===== config.mk =====
export PLATFORM = sky130hd
export DESIGN_NAME = device_busy_timeout_pool
export DESIGN_NICKNAME = d
export VERILOG_FILES = /design/src/hdl/dbtp_pkg.sv /design/src/hdl/dbtp_ctrl.sv /design/src/hdl/dbtp_dpath.sv /design/src/hdl/device_busy_timeout_pool.sv
export SDC_FILE = /design/constraint.sdc
export NUM_CORES = 1
export LEC_CHECK = 0
export ABC_AREA = 1
export BUFFER_PORTS_ARGS = -buffer_cell sky130_fd_sc_hd__clkbuf_2
export CORE_MARGIN = 2
export CORE_UTILIZATION = 45
export DETAILED_ROUTE_END_ITERATION = 10
export GPL_ROUTABILITY_DRIVEN = 0
export PLACE_DENSITY = 0.6
export SYNTH_ARGS = -nofsm -noshare
export SYNTH_HDL_FRONTEND = slang
export SYNTH_SLANG_ARGS = --single-unit

===== constraint.sdc =====
create_clock -name clk_i -period 7.2 [get_ports clk_i]
set_input_delay 1.08 -clock clk_i [delete_from_list [all_inputs] [get_ports clk_i]]
set_output_delay 1.08 -clock clk_i [all_outputs]
set_load 0.02 [all_outputs]

===== src/hdl/dbtp_pkg.sv =====
// Shared types and constants of the device busy-timeout pool.
// Used by the controller, the datapath and the top level; depends on nothing.
package dbtp_pkg;

  localparam int unsigned DEV_W    = 4;
  localparam int unsigned DUR_W    = 16;
  localparam int unsigned TIME_W   = 48;
  localparam int unsigned STAT_W   = 2;
  localparam int unsigned CNT_W    = 5;
  localparam int unsigned PROD_W   = DUR_W + 4;
  localparam int unsigned APB_AW   = 3;
  localparam int unsigned APB_DW   = 32;

  localparam logic OP_SET   = 1'b0;
  localparam logic OP_QUERY = 1'b1;

  localparam logic [STAT_W-1:0] STATUS_OK    = 2'd0;
  localparam logic [STAT_W-1:0] STATUS_FULL  = 2'd1;
  localparam logic [STAT_W-1:0] STATUS_RANGE = 2'd2;

  localparam logic REG_DEVICE_COUNT = 1'b0;
  localparam logic [CNT_W-1:0] DEVICE_COUNT_RST = 5'd16;

  typedef struct packed {
    logic capture;
    logic lookup;
    logic commit;
  } dbtp_cmd_t;

endpackage


===== src/hdl/dbtp_ctrl.sv =====
// Controller of the device busy-timeout pool: sequences capture, lookup and commit.
// Depends on dbtp_pkg for the command struct.
module dbtp_ctrl
  import dbtp_pkg::*;
(
  input  logic      clk_i,
  input  logic      rst_ni,
  input  logic      in_valid_i,
  output logic      in_ready_o,
  output logic      out_valid_o,
  input  logic      out_ready_i,
  output dbtp_cmd_t cmd_o
);

  typedef enum logic [1:0] {
    S_IDLE,
    S_LOOK,
    S_EXEC
  } state_e;

  state_e state_q;
  logic   out_valid_q;

  assign in_ready_o     = (state_q == S_IDLE);
  assign out_valid_o    = out_valid_q;
  assign cmd_o.capture  = in_valid_i && in_ready_o;
  assign cmd_o.lookup   = (state_q == S_LOOK);
  assign cmd_o.commit   = (state_q == S_EXEC) && (!out_valid_q || out_ready_i);

  always_ff @(posedge clk_i or negedge rst_ni) begin
    if (!rst_ni) begin
      state_q     <= S_IDLE;
      out_valid_q <= 1'b0;
    end else begin
      if (cmd_o.commit) begin
        out_valid_q <= 1'b1;
      end else if (out_valid_q && out_ready_i) begin
        out_valid_q <= 1'b0;
      end
      case (state_q)
        S_IDLE: begin
          if (cmd_o.capture) begin
            state_q <= S_LOOK;
          end
        end
        S_LOOK: begin
          state_q <= S_EXEC;
        end
        S_EXEC: begin
          if (cmd_o.commit) begin
            state_q <= S_IDLE;
          end
        end
        default: begin
          state_q <= S_IDLE;
        end
      endcase
    end
  end

endmodule


===== src/hdl/dbtp_dpath.sv =====
// Datapath of the device busy-timeout pool: link table, slot use bits,
// deadline memory and result register. Depends on dbtp_pkg.
module dbtp_dpath
  import dbtp_pkg::*;
#(
  parameter int unsigned SLOT_COUNT = 16,
  parameter int unsigned DEVICE_MAX = 16
) (
  input  logic              clk_i,
  input  logic              rst_ni,
  input  dbtp_cmd_t         cmd_i,
  input  logic              op_i,
  input  logic [DEV_W-1:0]  device_i,
  input  logic [DUR_W-1:0]  busy_time_i,
  input  logic [TIME_W-1:0] now_i,
  input  logic [CNT_W-1:0]  device_count_i,
  output logic [STAT_W-1:0] status_o,
  output logic              busy_res_o
);

  localparam int unsigned LinkDepth = (DEVICE_MAX < (1 << DEV_W)) ? DEVICE_MAX : (1 << DEV_W);
  localparam int unsigned LinkIdxW  = (LinkDepth > 1) ? $clog2(LinkDepth) : 1;
  localparam int unsigned LinkW     = $clog2(SLOT_COUNT + 1);
  localparam int unsigned SlotIdxW  = (SLOT_COUNT > 1) ? $clog2(SLOT_COUNT) : 1;

  logic [LinkW-1:0]    link_tab_q [LinkDepth];
  logic [SLOT_COUNT-1:0] used_q;
  logic [TIME_W-1:0]   dl_mem [SLOT_COUNT];

  logic                op_q;
  logic [DEV_W-1:0]    dev_q;
  logic [DUR_W-1:0]    dur_q;
  logic [TIME_W-1:0]   now_q;
  logic [LinkW-1:0]    link_q;
  logic                range_err_q;
  logic [TIME_W-1:0]   dl_rd_q;
  logic [TIME_W-1:0]   deadline_q;
  logic                free_found_q;
  logic [SlotIdxW-1:0] free_idx_q;
  logic [STAT_W-1:0]   status_q;
  logic                busy_q;

  logic                range_err_d;
  logic [LinkW-1:0]    link_rd;
  logic [SlotIdxW-1:0] held_idx;
  logic [PROD_W-1:0]   dur_prod;
  logic [TIME_W-1:0]   dl_sum;
  logic [TIME_W-1:0]   deadline_d;
  logic                free_found_d;
  logic [SlotIdxW-1:0] free_idx_d;

  logic                dl_we;
  logic [SlotIdxW-1:0] dl_waddr;
  logic                lt_we;
  logic [LinkW-1:0]    lt_wdata;
  logic                use_set;
  logic                use_clr;
  logic [STAT_W-1:0]   status_d;
  logic                busy_d;

  assign range_err_d = ({1'b0, device_i} >= device_count_i)
                    || (32'(device_i) >= DEVICE_MAX);
  assign link_rd     = (32'(device_i) < LinkDepth) ? link_tab_q[device_i[LinkIdxW-1:0]] : '0;
  assign held_idx    = SlotIdxW'(link_q - LinkW'(1));

  assign dur_prod    = {1'b0, dur_q, 3'b000} + {3'b000, dur_q, 1'b0};
  assign dl_sum      = now_q + TIME_W'(dur_prod);
  assign deadline_d  = (dl_sum == '0) ? TIME_W'(1) : dl_sum;

  always_comb begin
    free_found_d = 1'b0;
    free_idx_d   = '0;
    for (int i = SLOT_COUNT - 1; i >= 0; i--) begin
      if (!used_q[i]) begin
        free_found_d = 1'b1;
        free_idx_d   = SlotIdxW'(i);
      end
    end
  end

  always_comb begin
    dl_we    = 1'b0;
    dl_waddr = held_idx;
    lt_we    = 1'b0;
    lt_wdata = '0;
    use_set  = 1'b0;
    use_clr  = 1'b0;
    status_d = STATUS_OK;
    busy_d   = 1'b0;
    if (range_err_q) begin
      status_d = STATUS_RANGE;
    end else if (op_q == OP_SET) begin
      if (dur_q != '0 && link_q == '0) begin
        if (free_found_q) begin
          dl_we    = 1'b1;
          dl_waddr = free_idx_q;
          lt_we    = 1'b1;
          lt_wdata = LinkW'(free_idx_q) + LinkW'(1);
          use_set  = 1'b1;
        end else begin
          status_d = STATUS_FULL;
        end
      end else if (dur_q != '0) begin
        dl_we = 1'b1;
      end else if (link_q != '0) begin
        lt_we   = 1'b1;
        use_clr = 1'b1;
      end
    end else begin
      if (link_q != '0 && now_q > dl_rd_q) begin
        lt_we   = 1'b1;
        use_clr = 1'b1;
      end else begin
        busy_d = (link_q != '0);
      end
    end
  end

  always_ff @(posedge clk_i) begin
    if (cmd_i.capture) begin
      op_q        <= op_i;
      dev_q       <= device_i;
      dur_q       <= busy_time_i;
      now_q       <= now_i;
      link_q      <= link_rd;
      range_err_q <= range_err_d;
    end
    if (cmd_i.lookup) begin
      deadline_q   <= deadline_d;
      free_found_q <= free_found_d;
      free_idx_q   <= free_idx_d;
      if (link_q != '0) begin
        dl_rd_q <= dl_mem[held_idx];
      end
    end
    if (cmd_i.commit) begin
      status_q <= status_d;
      busy_q   <= busy_d;
    end
  end

  always_ff @(posedge clk_i) begin
    if (cmd_i.commit && dl_we) begin
      dl_mem[dl_waddr] <= deadline_q;
    end
  end

  always_ff @(posedge clk_i or negedge rst_ni) begin
    if (!rst_ni) begin
      used_q <= '0;
      for (int i = 0; i < LinkDepth; i++) begin
        link_tab_q[i] <= '0;
      end
    end else if (cmd_i.commit) begin
      if (use_set) begin
        used_q[free_idx_q] <= 1'b1;
      end
      if (use_clr) begin
        used_q[held_idx] <= 1'b0;
      end
      if (lt_we) begin
        link_tab_q[dev_q[LinkIdxW-1:0]] <= lt_wdata;
      end
    end
  end

  assign status_o   = status_q;
  assign busy_res_o = busy_q;

endmodule


===== src/hdl/device_busy_timeout_pool.sv =====
// Top level of the device busy-timeout pool: configuration register and APB port.
// Instantiates dbtp_ctrl and dbtp_dpath; depends on dbtp_pkg.
//
//   Channel  Direction  Handshake               Payload
//   in       input      in_valid_i/in_ready_o   op_i, device_i, busy_time_i, now_i
//   out      output     out_valid_o/out_ready_i status_o, busy_res_o
//   cfg      input      APB psel/penable/pready paddr, pwdata, prdata
//
// An item is accepted in the idle state and then passes through capture with the
// link table read, lookup of the held deadline and the first free slot, and commit.
// A new item is accepted only once the previous one has been committed.
// A pending result stalls only the commit; the next item is accepted while it waits.
// Reset clears the link table, the slot use bits and device_count to 16.
module device_busy_timeout_pool
  import dbtp_pkg::*;
#(
  parameter int unsigned SLOT_COUNT = 16,
  parameter int unsigned DEVICE_MAX = 16
) (
  input  logic              clk_i,
  input  logic              rst_ni,
  input  logic              in_valid_i,
  output logic              in_ready_o,
  input  logic              op_i,
  input  logic [DEV_W-1:0]  device_i,
  input  logic [DUR_W-1:0]  busy_time_i,
  input  logic [TIME_W-1:0] now_i,
  output logic              out_valid_o,
  input  logic              out_ready_i,
  output logic [STAT_W-1:0] status_o,
  output logic              busy_res_o,
  input  logic              psel,
  input  logic              penable,
  input  logic              pwrite,
  input  logic [APB_AW-1:0] paddr,
  input  logic [APB_DW-1:0] pwdata,
  output logic [APB_DW-1:0] prdata,
  output logic              pready
);

  dbtp_cmd_t        cmd;
  logic [CNT_W-1:0] device_count_q;
  logic             cfg_wr;

  assign pready = 1'b1;
  assign cfg_wr = psel && penable && pwrite && pready;
  assign prdata = (paddr[APB_AW-1] == REG_DEVICE_COUNT) ? APB_DW'(device_count_q) : '0;

  always_ff @(posedge clk_i or negedge rst_ni) begin
    if (!rst_ni) begin
      device_count_q <= DEVICE_COUNT_RST;
    end else if (cfg_wr && paddr[APB_AW-1] == REG_DEVICE_COUNT) begin
      device_count_q <= pwdata[CNT_W-1:0];
    end
  end

  dbtp_ctrl u_ctrl (
    .clk_i       (clk_i),
    .rst_ni      (rst_ni),
    .in_valid_i  (in_valid_i),
    .in_ready_o  (in_ready_o),
    .out_valid_o (out_valid_o),
    .out_ready_i (out_ready_i),
    .cmd_o       (cmd)
  );

  dbtp_dpath #(
    .SLOT_COUNT (SLOT_COUNT),
    .DEVICE_MAX (DEVICE_MAX)
  ) u_dpath (
    .clk_i          (clk_i),
    .rst_ni         (rst_ni),
    .cmd_i          (cmd),
    .op_i           (op_i),
    .device_i       (device_i),
    .busy_time_i    (busy_time_i),
    .now_i          (now_i),
    .device_count_i (device_count_q),
    .status_o       (status_o),
    .busy_res_o     (busy_res_o)
  );

endmodule

**Yosys cells after proc, flatten, opt, wreduce, memory -nomap -nowiden**

Memories as Yosys holds them, arrays and structs flattened. A register that Yosys moved wholly into a read port is not among the register bits.
Index checks and enable logic that the tools add are counted.

- Register bits after elaboration: 235
- Memories: 1
- Output and inout bits: 38
- Logic and storage cells: 155
- Memory bits (writable): 768
- Input port bits: 111

Memories:

| name | depth | width | rd ports | clocked after Yosys merged registers in | write ports | line | text |
|---|---|---|---|---|---|---|---|
| u_dpath.dl_mem | 16 | 48 | 1 | 1 | 1 | dbtp_dpath.sv:28 | `logic [TIME_W-1:0] dl_mem [SLOT_COUNT];` |

- Reductions and logical operators: 29
- $add $sub $neg: 4
- $lt $le $gt $ge: 9
- Mux-type cells: 65
- Eq/ne operators: 4
- Bitwise gates (word level): 8

Operators with widths:

| operator | count |
|---|---|
| $bwmux W80 | 1 |
| $add A48 B20 Y48 | 1 |
| $gt A48 B48 Y1 | 1 |
| $logic_not A48 Y1 | 1 |
| $mux W16 | 3 |
| $mux W4 | 12 |
| $mux W5 | 8 |
| $mux W1 | 26 |
| $add A19 B17 Y20 | 1 |
| $bmux W5 S4 | 1 |
| $demux W5 S4 | 1 |
| $and A16 B16 Y16 | 1 |
| $not A16 Y16 | 1 |
| $or A16 B16 Y16 | 1 |
| $reduce_bool A16 Y1 | 1 |
| $reduce_and A15 Y1 | 1 |
| $logic_and A1 B1 Y1 | 12 |
| $mux W2 | 6 |
| $mux W3 | 4 |
| $ge A5 B5 Y1 const B | 2 |
| $lt A4 B5 Y1 const B | 2 |
| $not A4 Y5 | 2 |
| $demux W1 S4 | 2 |
| $ge A4 B1 Y1 const B | 2 |
| other kinds (19) | 26 |

**Longest topological paths before layout**

Gate-level depths: netlist of run 1.

- Depth in word-level cells: 15
- Depth in mapped cells: 21
- Depth with buffers taken out: 21

**Hierarchy**

A second synthesis of run 1 with hierarchy kept.

- Cells, all modules: 3932
- Area total of the unflattened synthesis: 45558.7 um^2

By module, submodules not included:

| module | area an instance (um^2) | sequential area each (um^2) | cells an instance | instances |
|---|---|---|---|---|
| dbtp_dpath | 44938.1 | 30839.6 | 3849 | 1 |
| device_busy_timeout_pool | 478.0 | 126.4 | 65 | 1 |
| dbtp_ctrl | 142.6 | 75.1 | 18 | 1 |

**Worst setup path before layout of run 1**

No wires, ideal clock.

- Path type: input-to-reg
- Start point: in in_valid_i
- End point: reg u_dpath.dev_q[0] (enable)
- Required time: 6.584 ns
- Path slack: 0.096 ns
- Buffers on the path: 0
- Arrival time: 6.489 ns
- Stages on the path: 1
- Setup time: 0.616 ns
- Cells stage by stage: nor3b_1

- Cells in the longest elaborated chain, start to end: 1

RTL lines:

| what | line | text |
|---|---|---|
| start: declaration | device_busy_timeout_pool.sv:22 | `input logic in_valid_i,` |
| $logic_and A1 B1 Y1 | dbtp_ctrl.sv:26 | `assign cmd_o.capture = in_valid_i && in_ready_o;` |
| end signal: assignment | dbtp_dpath.sv:122 | `dev_q <= device_i;` |
| end: declaration | dbtp_dpath.sv:31 | `logic [DEV_W-1:0] dev_q;` |

No other way between the ends.
A chain may end at the register's enable or synchronous reset.

**Worst setup path after layout of run 1**

- Start point: reg u_dpath.link_q[0]
- End point: mem u_dpath.dl_mem[4][7] (enable)

- Cells in the longest elaborated chain, start to end: 8
- Elaborated cells between the ends (all ways): 13
- Those cells by class: 1 x add/sub; 9 x mux; 3 x reduce/logical

RTL lines:

| what | line | text |
|---|---|---|
| start: declaration | dbtp_dpath.sv:34 | `logic [LinkW-1:0] link_q;` |
| start signal: assignment | dbtp_dpath.sv:125 | `link_q <= link_rd;` |
| parallel branches: the longest is 8 deep, another holds $sub A4 B1 Y4 | - |  |
| end: declaration | dbtp_dpath.sv:28 |  |

Several ways; the timed one is not identified.

==> results of run 1 <==
-- layer usage --
layer  up-vias  routed length [um]  share of wire (%)
li1      13800                   -                  -
met1     14400               50200                 43
met2       900               55700                 48
met3       177                6310                5.4
met4         0                3650                3.1
met5         -                   0                  0
-- sequential cells by signal (all words and copies together) (netlist names), 4 cells and up --
name,count
u_dpath.dl_mem,768
u_dpath.now_q,48
u_dpath.dur_q,16
u_dpath.dl_rd_q,48
u_dpath.used_q,16
u_dpath.dev_q,4
device_count_q,5
u_dpath.link_q,5
u_dpath.deadline_q,48
u_dpath.free_idx_q,4
u_dpath.link_tab_q,80
-- worst paths after layout --
path,slack (ns),startpoint,endpoint
worst max-delay path,2.39,u_dpath.link_q[0],u_dpath.dl_mem[4][7]
worst min-delay path,0.39,rst_ni,u_dpath.link_tab_q[13]
worst max register to register,2.39,u_dpath.link_q[0],u_dpath.dl_mem[4][7]
worst min register to register,0.48,u_dpath.link_tab_q[48],u_dpath.link_tab_q[48]
max in group asynchronous,5.58,rst_ni,u_dpath.used_q[0]
min in group clk_i,0.48,u_dpath.link_tab_q[48],u_dpath.link_tab_q[48]
-- worst reg2reg max path: stages, from the launching register on --
cell and delay (ns):
edfxtp_1 0.48, inv_8 0.61, ha_4 0.73, inv_4 0.46
nand2_1 0.18, o21ai_0 0.15, inv_1 0.10, nand3_1 0.32
nor2_4 0.95, buf_4 0.47
-- metrics by stage --
stage	cells	setup slack, ns
after floorplan	3882	0.0958
after global placement	5109	2.36
after detailed placement	5109	2.34
after CTS	5305	2.30
after global routing	5305	2.01
final	5306	2.39
-- final cells by class --
class	instances	area, sq um
Timing Repair Buffer	142	866
Clock inverter	57	557
Multi-Input combinational cell	2329	12100
Antenna cell	1	2.50
Sequential cell	1051	31000
Clock buffer	139	2820
Tap cell	1287	1610
Fill cell	8599	48500
Inverter	300	1140
-- cell usage in the layout, fill, tap and decap left out, drive strengths merged, types with 6 or more instances in the layout --
cell and instances:
edfxtp 947, nor2 570, nand2 539, o21ai 515, inv 305, clkbuf 229, o22ai 193, nand3 159
dfrtp 103, ha 83, buf 52, a22oi 49, a21oi 44, clkinv 43, conb 28, nand4 24
nor3 18, mux2i 15, o221ai 15, fa 15, xnor2 12, bufinv 8, o211ai 6
-- cells by family after synthesis --
logic type	after synthesis
AO/OA/AOI/OAI	847
other	2
multiplexers	15
flip-flops	1051
adder cells (fa/ha/maj)	98
buffers and inverters	502
XOR/XNOR	14
AND/OR/NAND/NOR	1327
-- power groups by stage --
stage                     combinational (mW)  sequential, mW  clock [mW]
after CTS                               3.04            7.71        5.47
after detailed placement                3.02            7.84           0
after global placement                  3.00            7.83           0
after floorplan                         1.99            7.68           0
final                                   3.02            7.71        5.39
after global routing                    3.35            7.77        5.70
==> summary.txt, run 1 <==
Synth
  • Largest family of logic cells by synthesized area: simple AND/OR/NAND/NOR gates
  • Register area share after synthesis: 69.1%
  • Number of synthesized flops with an enable pin: 947
  • Post-synth top cells: 947 x edfxtp_1, 569 x nor2_1, 538 x nand2_1
  • Syn_area_per_cell: 11.7 sq um
  • Asr flop ratio synth: 9.90%
  • Post-synthesis xor/xnor area fraction: 0.273%
  • Compound-Gate Fraction of Synth Area: 10.6%
  • Seq cells post-synth: 1051
  • Syn Inst Count: 3856
  • Ys Warns: 0
  • Top-count cell post-synth: edfxtp_1
  • Ranking of synthesized cells by area: edfxtp_1 63%, dfrtp_1 5.7%, o21ai_0 5.2%
  • Yosys top cell by area: edfxtp_1
  • Dominant synthesized flop cell: edfxtp_1
  • Top cell type's share of synthesized area: 63.3%
  • Mux cell area share after synthesis: 0.334%
  • Post-synthesis simple-gate area fraction: 12.2%
  • Syn Std Cell Area: 44900 sq um
  • Post-Synth Adder-Cell Area: 2.98%
  • Yosys cell types: 54

Worst setup path
  • CP required: 7.53 ns
  • Crit-path max FO: 151
  • Critical-path top delay cell: nor2_4
  • Reg2Reg Depth: 9
  • Crit end category: flip-flop
  • Crit. path cell count: 9
  • Crit path DAT: 5.14 ns
  • Slowest cell delay on critical path: 0.95 ns
  • Worst Path Buf+Inv: 4
  • Kind of critical path: flip-flop to flip-flop
  • Critical path's top delay family: buffers and inverters
  • Crit start category: flip-flop
  • Crit-path cells: inv_8 > ha_4 > inv_4 > nand2_1 > o21ai_0 > inv_1 > nand3_1 > nor2_4 > buf_4

Worst hold path
  • Hold WC Path Type: input port to async pin

Detailed routing
  • WL final: 116 mm
  • Wire per inst: 21.9 um
  • DR vias: 29300
  • ANT nets after route: 0
  • DRT Pass-1 Iters: 6
  • DR vias/cell: 5.52
  • DRC: 0
  • DRT iter0 DRCs: 2841

Die
  • Starting Density: 45.5%
  • # rows: 115
  • Ports: 149
  • Height of the die: 320 um
  • Die ar.: 102000 sq um
  • Chip width: 320 um
  • Core ar.: 98700 sq um

STA
  • Fin. max-slew vios: 0
  • Final Setup Violations: 0
  • TNS Setup: 0 ns
  • Hold Slack: 0.390 ns
  • Achievable Freq: 0.208 GHz
  • Final period utilization: 66.8%
  • Worst-Margin Slew: 1.14 ns
  • Final min period: 4.81 ns
  • Worst slew margin: 23.9%
  • Final hold vios: 0
  • RSZ-0062 raised after global routing: no
  • Worst Clk Skew: 0.0733 ns

Pwr
  • Gate power share: 18.7%
  • Int Power: 11.2 mW
  • Sw Pwr: 4.91 mW
  • Switching share of power: 30.4%
  • Static Leak: 18.4 nW
  • Sequential share of power: 47.8%
  • Clock share of power: 33.4%
  • Maximum VDD drop: 0.224 mV
  • P per Cell Area: 321 nW/um^2
  • Pwr Total: 16.1 mW

Global route
  • Vias in the first global route: 27700
  • Initial antenna violation count: 0
  • Largest net degree at the start of global routing: 152
  • First-pass GRT wire length: 174 mm
  • GRT met3 Usage: 2.77%
  • Gr busiest metal: met2
  • Grt total ovfl: 0
  • Total global-route track usage: 22.4%
  • Met1 usage: 30.9%
  • Met2 Usage GRT: 37.1%

Clock tree
  • Post-CTS setup buffer count: 0
  • Root Buffer: clkbuf_16
  • Clk_lat worst skew: 0.72 ns
  • Clock transition at path regs: 0.06 ns
  • CTS buffer count: 106
  • Post_cts resized: 0
  • # clock sinks: 1051
  • CTS tree: built
  • Cts hold-fix bufs: 0
  • H-tree depth: 3
  • Clock Path Buffers: 3

Layout
  • Fin area: 50200 sq um
  • Area delta synth->final: 11.7%
  • Nets: 4139
  • Fraction of final layout cells sized beyond drive strength 1: 8.36%
  • Final core occ: 50.8%

Place
  • Placed inst area: 46800 sq um
  • I/O Buffers: 91
  • Final HPWL DP: 68.4 mm

Flow run
  • Max cap viols: 0

Run status
  • Status: completed
No activity file was read; power rests on OpenSTA's default activity.
==> run 2: changes to the inputs <==
Clock period 7.2 ns to 5.04 ns, I/O delays scaled along.
==> run 2 against run 1 <==
  * First-iteration DRC count up 7.2%
  * Sequential share of layout area shrank 0.32 points
  * Power is 43% higher
  * Worst setup slack got worse by 1.6 ns
  * Global-route usage rose by 0.62 points
  * Via count rose by 0.79%
  * Clock power is 44% higher
  * Register-to-register slack lost 1.6 ns
  * Cell count increased by 0.15%
  * Combinational power grew 41%
  * Design area rose by 0.52%
  * Flip-flop and latch count is the same
  * Critical path type unchanged
  * Largest power group unchanged
==> summary.txt, run 2 (synthesized netlist as in run 1, its figures left out) <==
Pwr
  • Maximum VDD drop: 0.317 mV
  • Static Leak: 18.5 nW
  • Sw Pwr: 6.97 mW
  • Clock share of power: 33.6%
  • Gate power share: 18.4%
  • P per Cell Area: 458 nW/um^2
  • Int Power: 16.1 mW
  • Sequential share of power: 48.0%
  • Switching share of power: 30.2%

Clock tree
  • Post-CTS setup buffer count: 0
  • CTS tree: built
  • Post_cts resized: 0
  • Clock transition at path regs: 0.06 ns
  • H-tree depth: 3
  • Clk_lat worst skew: 0.70 ns
  • CTS buffer count: 105
  • # clock sinks: 1051
  • Root Buffer: clkbuf_16
  • Cts hold-fix bufs: 0
  • Clock Path Buffers: 3

Detailed routing
  • DRC: 0
  • DRT iter0 DRCs: 3046
  • Wire per inst: 22.2 um
  • ANT nets after route: 0
  • DR vias/cell: 5.56
  • DRT Pass-1 Iters: 5
  • WL final: 118 mm
  • DR vias: 29500

STA
  • Worst Clk Skew: 0.0450 ns
  • Hold Slack: 0.179 ns
  • Worst setup margin: 0.836 ns
  • TNS Setup: 0 ns
  • Worst slew margin: 19.3%
  • Final min period: 4.20 ns
  • Final period utilization: 83.4%
  • Achievable Freq: 0.238 GHz
  • RSZ-0062 raised after global routing: no
  • Worst-Margin Slew: 1.21 ns
  • Final hold vios: 0
  • Fin. max-slew vios: 0
  • Final Setup Violations: 0

Layout
  • Nets: 4150
  • Most frequent cells in the layout: 947 x edfxtp_1, 548 x nor2_1, 538 x nand2_1
  • Max reg flops: 768
  • ANT cells: 0
  • Fill count: 8562
  • Fraction of final layout cells sized beyond drive strength 1: 8.64%
  • Largest regs: u_dpath.dl_mem x768, u_dpath.link_tab_q x80
  • Area delta synth->final: 12.2%
  • Final core occ: 51.1%
  • Commonest non-fill, non-tap cell in the layout: edfxtp_1
  • Top reg by flops: u_dpath.dl_mem

Worst hold path
  • Hold WC Path Type: input port to async pin

Global route
  • First-pass GRT wire length: 178 mm
  • Total global-route track usage: 23.0%
  • Largest net degree at the start of global routing: 202
  • Vias in the first global route: 28300
  • Grt total ovfl: 0
  • Initial antenna violation count: 0

Worst setup path
  • Crit path DAT: 4.56 ns
  • Kind of critical path: flip-flop to flip-flop
  • Crit end category: flip-flop
  • CP Launch Point: u_dpath.link_q[0]
  • Crit-path max FO: 61
  • Crit start category: flip-flop
  • CP required: 5.40 ns
  • Reg2reg start: u_dpath.link_q[0]
  • Reg2Reg Depth: 10

Die
  • Die ar.: 102000 sq um
  • Core ar.: 98700 sq um
  • Starting Density: 45.5%
  • Height of the die: 320 um
  • # rows: 115
  • Chip width: 320 um
  • Ports: 149

Run status
  • Status: completed

Place
  • Post-place setup slack: 0.832 ns
  • I/O Buffers: 91
  • Final HPWL DP: 69.3 mm

Flow run
  • Max cap viols: 0
-- run 2: cell types whose count changed in the layout (fill, tap and decap cells not counted), moves of 2 or more --
cell       previous run  this run
buf_12                2        10
clkbuf_1             30        25
buf_4                50        54
inv_6                 5         1
bufinv_16             8        10
clkinv_1             25        27
clkinv_16             2         4
-- run 2: layout make-up --
class | count | area (sq um) | share of cell area, %
sequential | 1051 | 31000 | 61.5
inverter | 300 | 1140 | 2.25
clock inverter | 59 | 648 | 1.29
multi-input combinational | 2329 | 12200 | 24.1
timing repair buffer | 154 | 1060 | 2.09
tap | 1287 | 1610 | 3.19
clock buffer | 134 | 2790 | 5.53
-- run 2: worst paths after layout --
kind,to,slack (ns)
setup / recovery,u_dpath.dl_mem[3][5],0.84
hold / removal,u_dpath.link_tab_q[11],0.18
setup reg to reg,u_dpath.dl_mem[3][5],0.84
hold reg to reg,u_dpath.link_tab_q[27],0.48
max in group asynchronous,device_count_q[4],3.80
min in group clk_i,u_dpath.now_q[37],0.24
-- run 2: layer usage --
layer  vias up  routed length [um]  global-route usage, %
li1      13800                   -                      -
met1     14500               50000                   31.6
met2      1019               56900                   38.0
met3       189                6870                   2.58
met4         0                4250                   8.56
met5         -                   0                      0
-- run 2: power groups by stage --
| stage | Combinational [mW] | Sequential [mW] | Clock [mW] |
|---|---|---|---|
| floorplan | 2.84 | 11.0 | 0 |
| global placement | 4.24 | 11.3 | 0 |
| detailed placement | 4.27 | 11.3 | 0 |
| CTS | 4.29 | 11.1 | 7.89 |
| global route | 4.74 | 11.2 | 8.25 |
| finish | 4.26 | 11.1 | 7.76 |
-- run 2: critical path: stages, from the launching register on --
cell	delay, ns
edfxtp_1	0.55
inv_8	0.34
ha_4	0.18
and3_1	0.37
nand2_1	0.10
nor2_1	0.18
nand2_2	0.18
o21ai_0	0.42
nand3_1	0.41
nor2_4	0.80
buf_4	0.34
-- run 2: metrics by stage --
stage	cells	area, sq um	total power, mW
5_1_grt	5314	50400	24.1
3_5_place_dp	5121	47000	15.5
6_report	5314	50400	23.1
2_1_floorplan	3882	45000	13.8
3_3_place_gp	5121	47000	15.5
4_1_cts	5314	50400	23.3
